**config.mk**
```make
export PLATFORM = sky130hd
export DESIGN_NAME = alu16_with_status_flags
export DESIGN_NICKNAME = d
export VERILOG_FILES = /design/src/rtl/alu16sf_pkg.sv /design/src/rtl/alu16_with_status_flags.sv /design/src/rtl/alu16sf_front.sv /design/src/rtl/alu16sf_div_stage.sv /design/src/rtl/alu16sf_back.sv
export SDC_FILE = /design/constraint.sdc
export NUM_CORES = 2
export LEC_CHECK = 0
export BUFFER_PORTS_ARGS = -buffer_cell sky130_fd_sc_hd__buf_4
export CORE_ASPECT_RATIO = 0.5
export CORE_MARGIN = 10
export CORE_UTILIZATION = 60
export DETAILED_ROUTE_END_ITERATION = 8
export GPL_TIMING_DRIVEN = 1
export PLACE_DENSITY_LB_ADDON = 0.3
export SKIP_CTS_REPAIR_TIMING = 1
export SYNTH_ARGS = -nofsm -noshare
export SYNTH_HDL_FRONTEND = slang
export SYNTH_SLANG_ARGS = --single-unit
```
**constraint.sdc**
```tcl
create_clock -name clk -period 22.9 [get_ports clk]
set_input_delay 2.29 -clock clk [delete_from_list [all_inputs] [get_ports clk]]
set_output_delay 2.29 -clock clk [all_outputs]
set_load 0.01 [all_outputs]
```
**src/rtl/alu16sf_pkg.sv**
```systemverilog
// Shared opcodes, control bundle and pipeline constants for the ALU.
`timescale 1ns / 1ps
package alu16sf_pkg;

  localparam int FUNC_W = 4;
  // Quotient bits resolved in each divider stage.
  localparam int STEPS_PER_STAGE = 4;

  typedef enum logic [FUNC_W-1:0] {
    OP_ADD = 4'd0,
    OP_SUB = 4'd1,
    OP_MUL = 4'd2,
    OP_DIV = 4'd3,
    OP_MOD = 4'd4,
    OP_AND = 4'd5,
    OP_OR  = 4'd6,
    OP_XOR = 4'd7,
    OP_NOT = 4'd8,
    OP_NEG = 4'd9,
    OP_INC = 4'd10,
    OP_DEC = 4'd11
  } op_t;

  typedef struct packed {
    logic [FUNC_W-1:0] func;
    logic              err;
    logic              v;
    logic              c;
    logic              a_neg;
    logic              b_neg;
    logic              q_neg;
  } ctl_t;

endpackage

```
**src/rtl/alu16_with_status_flags.sv**
```systemverilog
// Path: a request passes the front register, then the divider stages, then the back (output) register.
// Throughput: one request per cycle unless in_stall; the restoring divider resolves
//   four quotient bits per stage, so its stage count sets the depth for every opcode.
// One shared advance enable moves all stages; in_stall follows a stalled, full output.
// Reset (rst, synchronous) clears every stage valid bit; data registers keep junk.
`timescale 1ns / 1ps
module alu16_with_status_flags #(
  parameter int DATA_WIDTH = 16
) (
  input  logic                           clk,
  input  logic                           rst,
  input  logic                           in_valid,
  output logic                           in_stall,
  input  logic [alu16sf_pkg::FUNC_W-1:0] func,
  input  logic [DATA_WIDTH-1:0]          operand_a,
  input  logic [DATA_WIDTH-1:0]          operand_b,
  output logic                           out_valid,
  input  logic                           out_stall,
  output logic [DATA_WIDTH-1:0]          result,
  output logic                           zero_flag,
  output logic                           sign_flag,
  output logic                           overflow_flag,
  output logic                           carry_flag,
  output logic                           parity_flag,
  output logic                           divide_error
);
  import alu16sf_pkg::*;

  localparam int W    = DATA_WIDTH;
  localparam int NSTG = (W + STEPS_PER_STAGE - 1) / STEPS_PER_STAGE;

  logic adv;

  // per-stage taps: index 0 is the front register, NSTG the last divider stage
  logic           v_s    [NSTG+1];
  ctl_t           ctl_s  [NSTG+1];
  logic [W-1:0]   res_s  [NSTG+1];
  logic [2*W-1:0] prod_s [NSTG+1];
  logic [W-1:0]   ua_s   [NSTG+1];
  logic [W-1:0]   ub_s   [NSTG+1];
  logic [W-1:0]   rem_s  [NSTG+1];
  logic [W-1:0]   quo_s  [NSTG+1];
  logic [W-1:0]   dvs_s  [NSTG+1];

  // advance the whole pipe unless a finished result is held by the consumer
  assign adv      = !out_valid || !out_stall;
  assign in_stall = !adv;

  alu16sf_front #(.W(W)) u_front (
    .clk       (clk),
    .rst       (rst),
    .adv       (adv),
    .vin       (in_valid),
    .func      (func),
    .operand_a (operand_a),
    .operand_b (operand_b),
    .vout      (v_s[0]),
    .ctl       (ctl_s[0]),
    .res       (res_s[0]),
    .prod      (prod_s[0]),
    .ua        (ua_s[0]),
    .ub        (ub_s[0]),
    .rem       (rem_s[0]),
    .quo       (quo_s[0]),
    .dvs       (dvs_s[0])
  );

  for (genvar i = 0; i < NSTG; i++) begin : g_div
    // the last stage takes whatever quotient bits remain
    localparam int NSTEPS = ((i + 1) * STEPS_PER_STAGE > W) ?
                            (W - i * STEPS_PER_STAGE) : STEPS_PER_STAGE;
    alu16sf_div_stage #(.W(W), .NSTEPS(NSTEPS)) u_div (
      .clk     (clk),
      .rst     (rst),
      .adv     (adv),
      .vin     (v_s[i]),
      .ctl_in  (ctl_s[i]),
      .res_in  (res_s[i]),
      .prod_in (prod_s[i]),
      .ua_in   (ua_s[i]),
      .ub_in   (ub_s[i]),
      .rem_in  (rem_s[i]),
      .quo_in  (quo_s[i]),
      .dvs_in  (dvs_s[i]),
      .vout    (v_s[i+1]),
      .ctl     (ctl_s[i+1]),
      .res     (res_s[i+1]),
      .prod    (prod_s[i+1]),
      .ua      (ua_s[i+1]),
      .ub      (ub_s[i+1]),
      .rem     (rem_s[i+1]),
      .quo     (quo_s[i+1]),
      .dvs     (dvs_s[i+1])
    );
  end

  alu16sf_back #(.W(W)) u_back (
    .clk           (clk),
    .rst           (rst),
    .adv           (adv),
    .vin           (v_s[NSTG]),
    .ctl           (ctl_s[NSTG]),
    .res_in        (res_s[NSTG]),
    .prod          (prod_s[NSTG]),
    .ua            (ua_s[NSTG]),
    .ub            (ub_s[NSTG]),
    .rem           (rem_s[NSTG]),
    .quo           (quo_s[NSTG]),
    .vout          (out_valid),
    .result        (result),
    .zero_flag     (zero_flag),
    .sign_flag     (sign_flag),
    .overflow_flag (overflow_flag),
    .carry_flag    (carry_flag),
    .parity_flag   (parity_flag),
    .divide_error  (divide_error)
  );

  // back-pressure only ever comes from a held result
  a_stall_src: assert property (@(posedge clk) disable iff (rst)
    in_stall |-> (out_valid && out_stall))
    else $error("input stalled without a held result");

  // a divide error clears the result and every other flag
  a_err_clear: assert property (@(posedge clk) disable iff (rst)
    (out_valid && divide_error) |-> ((result == '0) && !zero_flag && !sign_flag &&
                                     !overflow_flag && !carry_flag && !parity_flag))
    else $error("divide error with nonzero result or flags");

  // the pipe comes out of reset empty
  a_reset_empty: assert property (@(posedge clk)
    $past(rst) |-> !out_valid)
    else $error("result valid right after reset");

endmodule

```
**src/rtl/alu16sf_front.sv**
```systemverilog
// First pipeline stage: opcode decode, simple ops, multiply, divider setup.
`timescale 1ns / 1ps
module alu16sf_front #(
  parameter int W = 16
) (
  input  logic                           clk,
  input  logic                           rst,
  input  logic                           adv,
  input  logic                           vin,
  input  logic [alu16sf_pkg::FUNC_W-1:0] func,
  input  logic [W-1:0]                   operand_a,
  input  logic [W-1:0]                   operand_b,
  output logic                           vout,
  output alu16sf_pkg::ctl_t              ctl,
  output logic [W-1:0]                   res,
  output logic [2*W-1:0]                 prod,
  output logic [W-1:0]                   ua,
  output logic [W-1:0]                   ub,
  output logic [W-1:0]                   rem,
  output logic [W-1:0]                   quo,
  output logic [W-1:0]                   dvs
);
  import alu16sf_pkg::*;

  localparam logic [W-1:0] WSIGN = {1'b1, {(W-1){1'b0}}};
  localparam logic [W-1:0] ONE   = {{(W-1){1'b0}}, 1'b1};

  logic [W:0]     sum, diff;
  logic [W-1:0]   res_next, mag_a, mag_b;
  logic           v_next, c_next, err_next;
  logic [2*W-1:0] prod_next;
  ctl_t           ctl_next;

  assign sum       = {1'b0, operand_a} + {1'b0, operand_b};
  assign diff      = {1'b0, operand_a} - {1'b0, operand_b};
  assign prod_next = $signed(operand_a) * $signed(operand_b);
  assign mag_a     = operand_a[W-1] ? (~operand_a + ONE) : operand_a;
  assign mag_b     = operand_b[W-1] ? (~operand_b + ONE) : operand_b;

  always_comb begin
    res_next = '0;
    v_next   = 1'b0;
    c_next   = 1'b0;
    err_next = 1'b0;
    unique case (func) inside
      OP_ADD: begin
        res_next = sum[W-1:0];
        c_next   = sum[W];
        v_next   = (operand_a[W-1] == operand_b[W-1]) && (sum[W-1] != operand_a[W-1]);
      end
      OP_SUB: begin
        res_next = diff[W-1:0];
        c_next   = diff[W];
        v_next   = (operand_a[W-1] != operand_b[W-1]) && (diff[W-1] != operand_a[W-1]);
      end
      OP_DIV, OP_MOD: err_next = (operand_b == '0);
      OP_AND: begin
        res_next = operand_a & operand_b;
        v_next   = res_next[W-1];
      end
      OP_OR: begin
        res_next = operand_a | operand_b;
        v_next   = res_next[W-1];
      end
      OP_XOR: begin
        res_next = operand_a ^ operand_b;
        v_next   = res_next[W-1];
      end
      OP_NOT: begin
        res_next = ~operand_a;
        c_next   = res_next[W-1];
      end
      OP_NEG: begin
        res_next = ~operand_a + ONE;
        v_next   = (operand_a == WSIGN);
        c_next   = (operand_a != '0);
      end
      OP_INC: begin
        res_next = operand_a + ONE;
        v_next   = (operand_a == (WSIGN - ONE));
        c_next   = (operand_a == '1);
      end
      OP_DEC: begin
        res_next = operand_a - ONE;
        v_next   = (operand_a == WSIGN);
        c_next   = (operand_a == '0);
      end
      default: res_next = '0;
    endcase
  end

  always_comb begin
    ctl_next.func  = func;
    ctl_next.err   = err_next;
    ctl_next.v     = v_next;
    ctl_next.c     = c_next;
    ctl_next.a_neg = operand_a[W-1];
    ctl_next.b_neg = operand_b[W-1];
    ctl_next.q_neg = operand_a[W-1] ^ operand_b[W-1];
  end

  always_ff @(posedge clk) begin
    if (rst) begin
      vout <= 1'b0;
    end else if (adv) begin
      vout <= vin;
    end
  end

  always_ff @(posedge clk) begin
    if (adv) begin
      ctl  <= ctl_next;
      res  <= res_next;
      prod <= prod_next;
      ua   <= operand_a;
      ub   <= operand_b;
      rem  <= '0;
      quo  <= mag_a;
      dvs  <= mag_b;
    end
  end

endmodule

```
**src/rtl/alu16sf_div_stage.sv**
```systemverilog
// One divider stage: NSTEPS restoring-division steps, other fields carried along.
`timescale 1ns / 1ps
module alu16sf_div_stage #(
  parameter int W      = 16,
  parameter int NSTEPS = 4
) (
  input  logic              clk,
  input  logic              rst,
  input  logic              adv,
  input  logic              vin,
  input  alu16sf_pkg::ctl_t ctl_in,
  input  logic [W-1:0]      res_in,
  input  logic [2*W-1:0]    prod_in,
  input  logic [W-1:0]      ua_in,
  input  logic [W-1:0]      ub_in,
  input  logic [W-1:0]      rem_in,
  input  logic [W-1:0]      quo_in,
  input  logic [W-1:0]      dvs_in,
  output logic              vout,
  output alu16sf_pkg::ctl_t ctl,
  output logic [W-1:0]      res,
  output logic [2*W-1:0]    prod,
  output logic [W-1:0]      ua,
  output logic [W-1:0]      ub,
  output logic [W-1:0]      rem,
  output logic [W-1:0]      quo,
  output logic [W-1:0]      dvs
);
  import alu16sf_pkg::*;

  logic [W-1:0] rem_next, quo_next;

  always_comb begin
    logic [W:0] t;
    logic       qb;
    rem_next = rem_in;
    quo_next = quo_in;
    for (int k = 0; k < NSTEPS; k++) begin
      // shift in the next dividend bit, subtract when it fits
      t = {rem_next, quo_next[W-1]};
      qb = (t >= {1'b0, dvs_in});
      if (qb) begin
        t = t - {1'b0, dvs_in};
      end
      rem_next = t[W-1:0];
      quo_next = {quo_next[W-2:0], qb};
    end
  end

  always_ff @(posedge clk) begin
    if (rst) begin
      vout <= 1'b0;
    end else if (adv) begin
      vout <= vin;
    end
  end

  always_ff @(posedge clk) begin
    if (adv) begin
      ctl  <= ctl_in;
      res  <= res_in;
      prod <= prod_in;
      ua   <= ua_in;
      ub   <= ub_in;
      rem  <= rem_next;
      quo  <= quo_next;
      dvs  <= dvs_in;
    end
  end

endmodule

```
**src/rtl/alu16sf_back.sv**
```systemverilog
// Last stage: multiply and divide fixup, result select, flags, output register.
`timescale 1ns / 1ps
module alu16sf_back #(
  parameter int W = 16
) (
  input  logic              clk,
  input  logic              rst,
  input  logic              adv,
  input  logic              vin,
  input  alu16sf_pkg::ctl_t ctl,
  input  logic [W-1:0]      res_in,
  input  logic [2*W-1:0]    prod,
  input  logic [W-1:0]      ua,
  input  logic [W-1:0]      ub,
  input  logic [W-1:0]      rem,
  input  logic [W-1:0]      quo,
  output logic              vout,
  output logic [W-1:0]      result,
  output logic              zero_flag,
  output logic              sign_flag,
  output logic              overflow_flag,
  output logic              carry_flag,
  output logic              parity_flag,
  output logic              divide_error
);
  import alu16sf_pkg::*;

  localparam logic [W-1:0] WSIGN = {1'b1, {(W-1){1'b0}}};
  localparam logic [W-1:0] ONE   = {{(W-1){1'b0}}, 1'b1};

  logic [W-1:0] hi_u, q_s, r_s, r_out;
  logic         v_out, c_out;

  // high half of the unsigned product from the signed one
  assign hi_u = prod[2*W-1:W] + (ctl.a_neg ? ub : '0) + (ctl.b_neg ? ua : '0);
  assign q_s  = ctl.q_neg ? (~quo + ONE) : quo;
  assign r_s  = ctl.a_neg ? (~rem + ONE) : rem;

  always_comb begin
    r_out = res_in;
    v_out = ctl.v;
    c_out = ctl.c;
    case (ctl.func) inside
      OP_MUL: begin
        r_out = prod[W-1:0];
        c_out = (hi_u != '0);
        v_out = !((prod[2*W-1:W-1] == '0) || (prod[2*W-1:W-1] == '1));
      end
      OP_DIV: begin
        r_out = q_s;
        v_out = !ctl.q_neg && (quo == WSIGN);
        c_out = 1'b0;
      end
      OP_MOD: begin
        r_out = r_s;
        v_out = 1'b0;
        c_out = 1'b0;
      end
      default: r_out = res_in;
    endcase
  end

  always_ff @(posedge clk) begin
    if (rst) begin
      vout <= 1'b0;
    end else if (adv) begin
      vout <= vin;
    end
  end

  always_ff @(posedge clk) begin
    if (adv) begin
      if (ctl.err) begin
        result        <= '0;
        zero_flag     <= 1'b0;
        sign_flag     <= 1'b0;
        overflow_flag <= 1'b0;
        carry_flag    <= 1'b0;
        parity_flag   <= 1'b0;
        divide_error  <= 1'b1;
      end else begin
        result        <= r_out;
        zero_flag     <= (r_out == '0);
        sign_flag     <= r_out[W-1];
        overflow_flag <= v_out;
        carry_flag    <= c_out;
        parity_flag   <= ^r_out;
        divide_error  <= 1'b0;
      end
    end
  end

endmodule
```
# Yosys cells after proc, flatten, opt, wreduce, memory -nomap -nowiden
# Cells that the tools add are included.
# op_classes
addsub	26
n_mul	1
div_mod_pow	0
magnitude_cmp	16
eq_ne	22
n_shift	0
muxes	35
n_bitwise	8
n_reduce_logical	20
# ops
cell	n
$mux 16	23
$ge 17x16->1	15
$sub 16x16->16	15
$pmux 16 s9	1
$add 16x1->16 const B	5
$not 16->16	4
$eq 16x16->1 const B	3
$logic_not 16->1	3
$add 16x16->16	2
$mul 16x16->32	1
$reduce_bool 16->1	2
$mux 15	2
$eq 4x3->1 const B	5
$add 16x16->17	1
$eq 17x17->1 const B	1
$logic_not 17->1	1
$sub 16x16->17	1
$and 16x16->16	1
$eq 16x15->1 const B	1
$eq 4x4->1 const B	4
$ge 1x16->1	1
$or 16x16->16	1
$reduce_xor 16->1	1
$sub 1x16->16	1
15 further kinds	33
# word_totals
reg_bits	686
latch_bits	0
ram_bits	0
rom_bits	0
in_bits	40
output_inout_bits	24
memories	0

# Logic depth before layout (Yosys ltp)
# logic_depth
word_depth	8
mapped_depth	52

# Cells and area by module
# A second synthesis with hierarchy kept.
# hier_totals
hier_cells	4921
area_unflattened_um2	52784.4
# modules_own_cells
module	instances	cells_per_inst	area_each_um2
alu16sf_front	1	1822	17164.0
alu16sf_div_stage (g_div[0].u_div ...)	2	644	7971.4
alu16sf_div_stage (g_div[3].u_div)	1	699	8090.3
alu16sf_div_stage (g_div[2].u_div)	1	638	7975.1
alu16sf_back	1	472	3602.2
alu16_with_status_flags	1	2	10.0

# Worst setup path before layout
# Ideal clock, no wire load.
# synth_timing
kind	input to output
startpoint	input port out_stall
endpoint	output port in_stall
t_arrival_ps	19026
required_ps	20610
setup_slack_ps	1584
stages	2
path_buffers	0
cell_sequence	nand2_1 inv_1
# synth_between
elab_chain_len	3
# synth_lines
element	line_no	rtl
start: declaration	alu16_with_status_flags.sv:18	input logic out_stall,
$logic_not 1->1	alu16_with_status_flags.sv:46	assign adv = !out_valid || !out_stall;
$logic_or 1x1->1	alu16_with_status_flags.sv:46	
$logic_not 1->1	alu16_with_status_flags.sv:47	assign in_stall = !adv;
end: declaration	alu16_with_status_flags.sv:13	output logic in_stall,
# No other way between the ends.

# Final worst setup path
# layout_timing
startpoint	register g_div[1].u_div.dvs[1]
endpoint	register g_div[2].u_div.rem[1], data pin
# layout_between
elab_chain_len	8
# layout_lines
element	line_no	rtl
start: declaration	alu16sf_div_stage.sv:27	output logic [W-1:0] dvs
start signal: assignment	alu16sf_div_stage.sv:67	dvs <= dvs_in;
$sub 16x16->16 or $ge 17x16->1 (tied branches)	alu16sf_div_stage.sv:43, alu16sf_div_stage.sv:41	
$mux 16	alu16sf_div_stage.sv:42	if (qb) begin
$sub 16x16->16 or $ge 17x16->1 (tied branches)	alu16sf_div_stage.sv:43, alu16sf_div_stage.sv:41	
$mux 16	alu16sf_div_stage.sv:42	
$ge 17x16->1 or $sub 16x16->16 (tied branches)	alu16sf_div_stage.sv:41, alu16sf_div_stage.sv:43	
$mux 16	alu16sf_div_stage.sv:42	
$sub 16x16->16 or $ge 17x16->1 (tied branches)	alu16sf_div_stage.sv:43, alu16sf_div_stage.sv:41	
$mux 16 (*)	alu16sf_div_stage.sv:42	
named net g_div[2].u_div.rem_next[1]	alu16sf_div_stage.sv:31	logic [W-1:0] rem_next, quo_next;
end signal: assignment	alu16sf_div_stage.sv:65	rem <= rem_next;
end: declaration	alu16sf_div_stage.sv:25	output logic [W-1:0] rem,
# The timed path passes the listed nets; every way through them passes the cells marked *.
# A chain may end at the register's enable or synchronous reset.

==> reports/metrics.csv <==
metric,value,unit
fin nets,5385,
Cells after Synth,4614,
Initial DRC Count,3936,
Total Neg Setup Slack,0,ns
Clock Latency Late Sink,0.69,ns
critical path data arrival time,13.15,ns
Initial Util,0.606,
most common library cells after synthesis,"edfxtp_1, inv_1, ha_1, nand2_1, nor2_1",
Std-Cell Rows,74,
Mapped Area,49600,um^2
RSZ-0062 raised after global routing,false,
post-synthesis sequential area ratio,0.403,
Yosys top cell by area,edfxtp_1,
TritonCTS buffer count,58,
Slew @ Worst Pin,1.28,ns
R2R Path End,g_div[2].u_div.rem[1],
CP Launch Type,flop,
clk slew on worst S/H paths,0.07,ns
hpwl dp,99.4,mm
asr flop ratio synth,0,
htree depth,2,
routed vias/inst,6.16,
largest net degree at the start of global routing,91,
worst r2r path cells,44,
worst-path fanout max,22,
fmax,78.4,MHz
Worst Hold Class,flop to flop,
CP Capture Type,flop,
DIE WIDTH,426,um
ant diodes,0,
core area,81800,um^2
number of global-route vias before repair,35100,
Die Area,95200,um^2
"FF+latch count, synth",667,
DR DRC count,0,
worst endpoint required time,23.29,ns
Critical path buffers and inverters,5,
yosys synthesis warning count,0,
Clock Skew,0.0853,ns
CP top delay family,compound AO/OA/AOI/OAI gates,
Routed wire per std cell,22.6,um
Setup CP Type,flop to flop,
first-pass GRT wire length,203,mm
most common cell type on the critical path,o21ai_0,
Final period util,0.557,
gpl congestion,0.964,
Initial DRT Pass Iterations,7,
Area Overhead vs Synth,7.16,%
"Primary FF master, synth",edfxtp_1,
Crit. path cell count,44,
die height,223,um
clock root buffer,clkbuf_16,
antenna violations before repair,2,
hold_sp,g_div[0].u_div.res[11],
Crit. Startpoint,g_div[1].u_div.dvs[1],
DRT antenna net count,0,
crit path time final,12.76,ns
share of layout cells above drive strength 1,0.0705,
status,completed,
TritonCTS Sinks,667,
Total Wirelength,131,mm
Max Slew Vio Count,0,
MaxCap Viol Count,0,
Total GRT Usage,0.271,
CP endpoint,g_div[2].u_div.rem[1],
Final Hold Viols,0,
Syn Nets,5364,
FF-to-FF Start,g_div[1].u_div.dvs[1],
"EDFF count, synth",661,
"Slowest-stage cell, CP",a211oi_1,
GR Overflow Total,0,
I/O Buffers,63,
relative slew slack,0.140,
library cells used by synthesis,104,
crit-path max cell delay,0.75,ns
CTS tree,built,
Synth area leaders,"edfxtp_1, fa_1, ha_1",
post-synth top area share,0.401,
DR vias,35600,
I/O Pins,64,
final setup fails,0,
FF-to-FF setup slack,10.14,ns
"Avg Cell Area, Syn",10.7,um^2
top-count cell post-synth,edfxtp_1,
maximum clock path buffer count,3,
==> cell usage in the layout, fill, tap and decap left out, types with 92 or more instances in the layout <==
master,synthesis,final
edfxtp_1,661,661
inv_1,498,498
ha_1,414,414
nand2_1,395,394
nor2_1,357,357
fa_1,296,296
a21oi_1,247,247
xnor2_1,219,219
o21ai_0,211,211
xor2_1,97,97
nor3_1,92,92
==> worst reg2reg max path, delay by kind of cell (launching register included) <==
kind | cells | cell delay [ns]
multiplexers | 2 | 0.80
AND/OR/NAND/NOR | 8 | 1.79
buffers and inverters | 5 | 1.20
flip-flops | 1 | 0.61
AO/OA/AOI/OAI | 25 | 6.72
adder cells (fa/ha/maj) | 4 | 1.36
==> state kept, by name, indices dropped and copies added, names as in the netlist, 4 cells and up <==
name              count
u_front.quo          16
g_div.u_div.ua       61
u_front.ua           15
g_div.u_div.res      64
u_front.res          16
u_front.ub           15
g_div.u_div.quo      64
g_div.u_div.prod    128
g_div.u_div.ctl      32
u_front.dvs          16
g_div.u_div.vout      4
g_div.u_div.rem      64
u_back.result        15
g_div.u_div.ub       61
u_front.prod         32
g_div.u_div.dvs      48
u_front.ctl           8
==> final cells by class <==
class,count,area (um^2)
fill,6202,28700
multi-input combinational,3308,27200
sequential,667,20000
inverter,514,1930
clock buffer,64,1470
tap,1102,1380
timing repair buffer,86,646
clock inverter,42,538
==> through the flow <==
step | area [um^2] | hold WS, ns | util | setup slack [ns] | cells
CTS | 53100 | 0.364 | 0.650 | 10.24 | 5783
finish | 53100 | 0.365 | 0.650 | 10.14 | 5783
floorplan | 49600 | 0.400 | - | 1.58 | 4614
detailed placement | 51100 | 0.405 | 0.625 | 10.30 | 5677
global route | 53100 | 0.384 | 0.650 | 8.88 | 5783
global placement | 51100 | 0.400 | 0.625 | 10.57 | 5677
==> cell families after synthesis <==
family | Yosys count | share of synthesized area
XOR/XNOR | 316 | 0.0558
adder cells (fa/ha/maj) | 710 | 0.224
multiplexers | 135 | 0.0308
AND/OR/NAND/NOR | 1212 | 0.113
buffers and inverters | 639 | 0.0496
flip-flops | 667 | 0.403
AO/OA/AOI/OAI | 935 | 0.123
==> how the worst min path moves through the flow <==
stage                                          to  slack (ns)  cells past startpoint
after detailed placement  g_div[0].u_div.prod[17]        0.40                      0
after global routing       g_div[1].u_div.res[11]        0.38                      0
after floorplan             g_div[0].u_div.ctl[0]        0.40                      0
after CTS                  g_div[1].u_div.res[11]        0.36                      0
final                      g_div[1].u_div.res[11]        0.36                      0
after global placement      g_div[2].u_div.ctl[9]        0.40                      0
==> routing by layer <==
metal,global-route usage,up-vias,share of wire
li1,-,16400,-
met1,0.388,17300,0.44
met2,0.416,1608,0.44
met3,0.0484,327,0.085
met4,0.0945,2,0.038
met5,0,-,0.00014
Power is left out: the tool's default activity adds up to more than one toggle a clock period on the data nets, which glitch-free logic cannot reach.
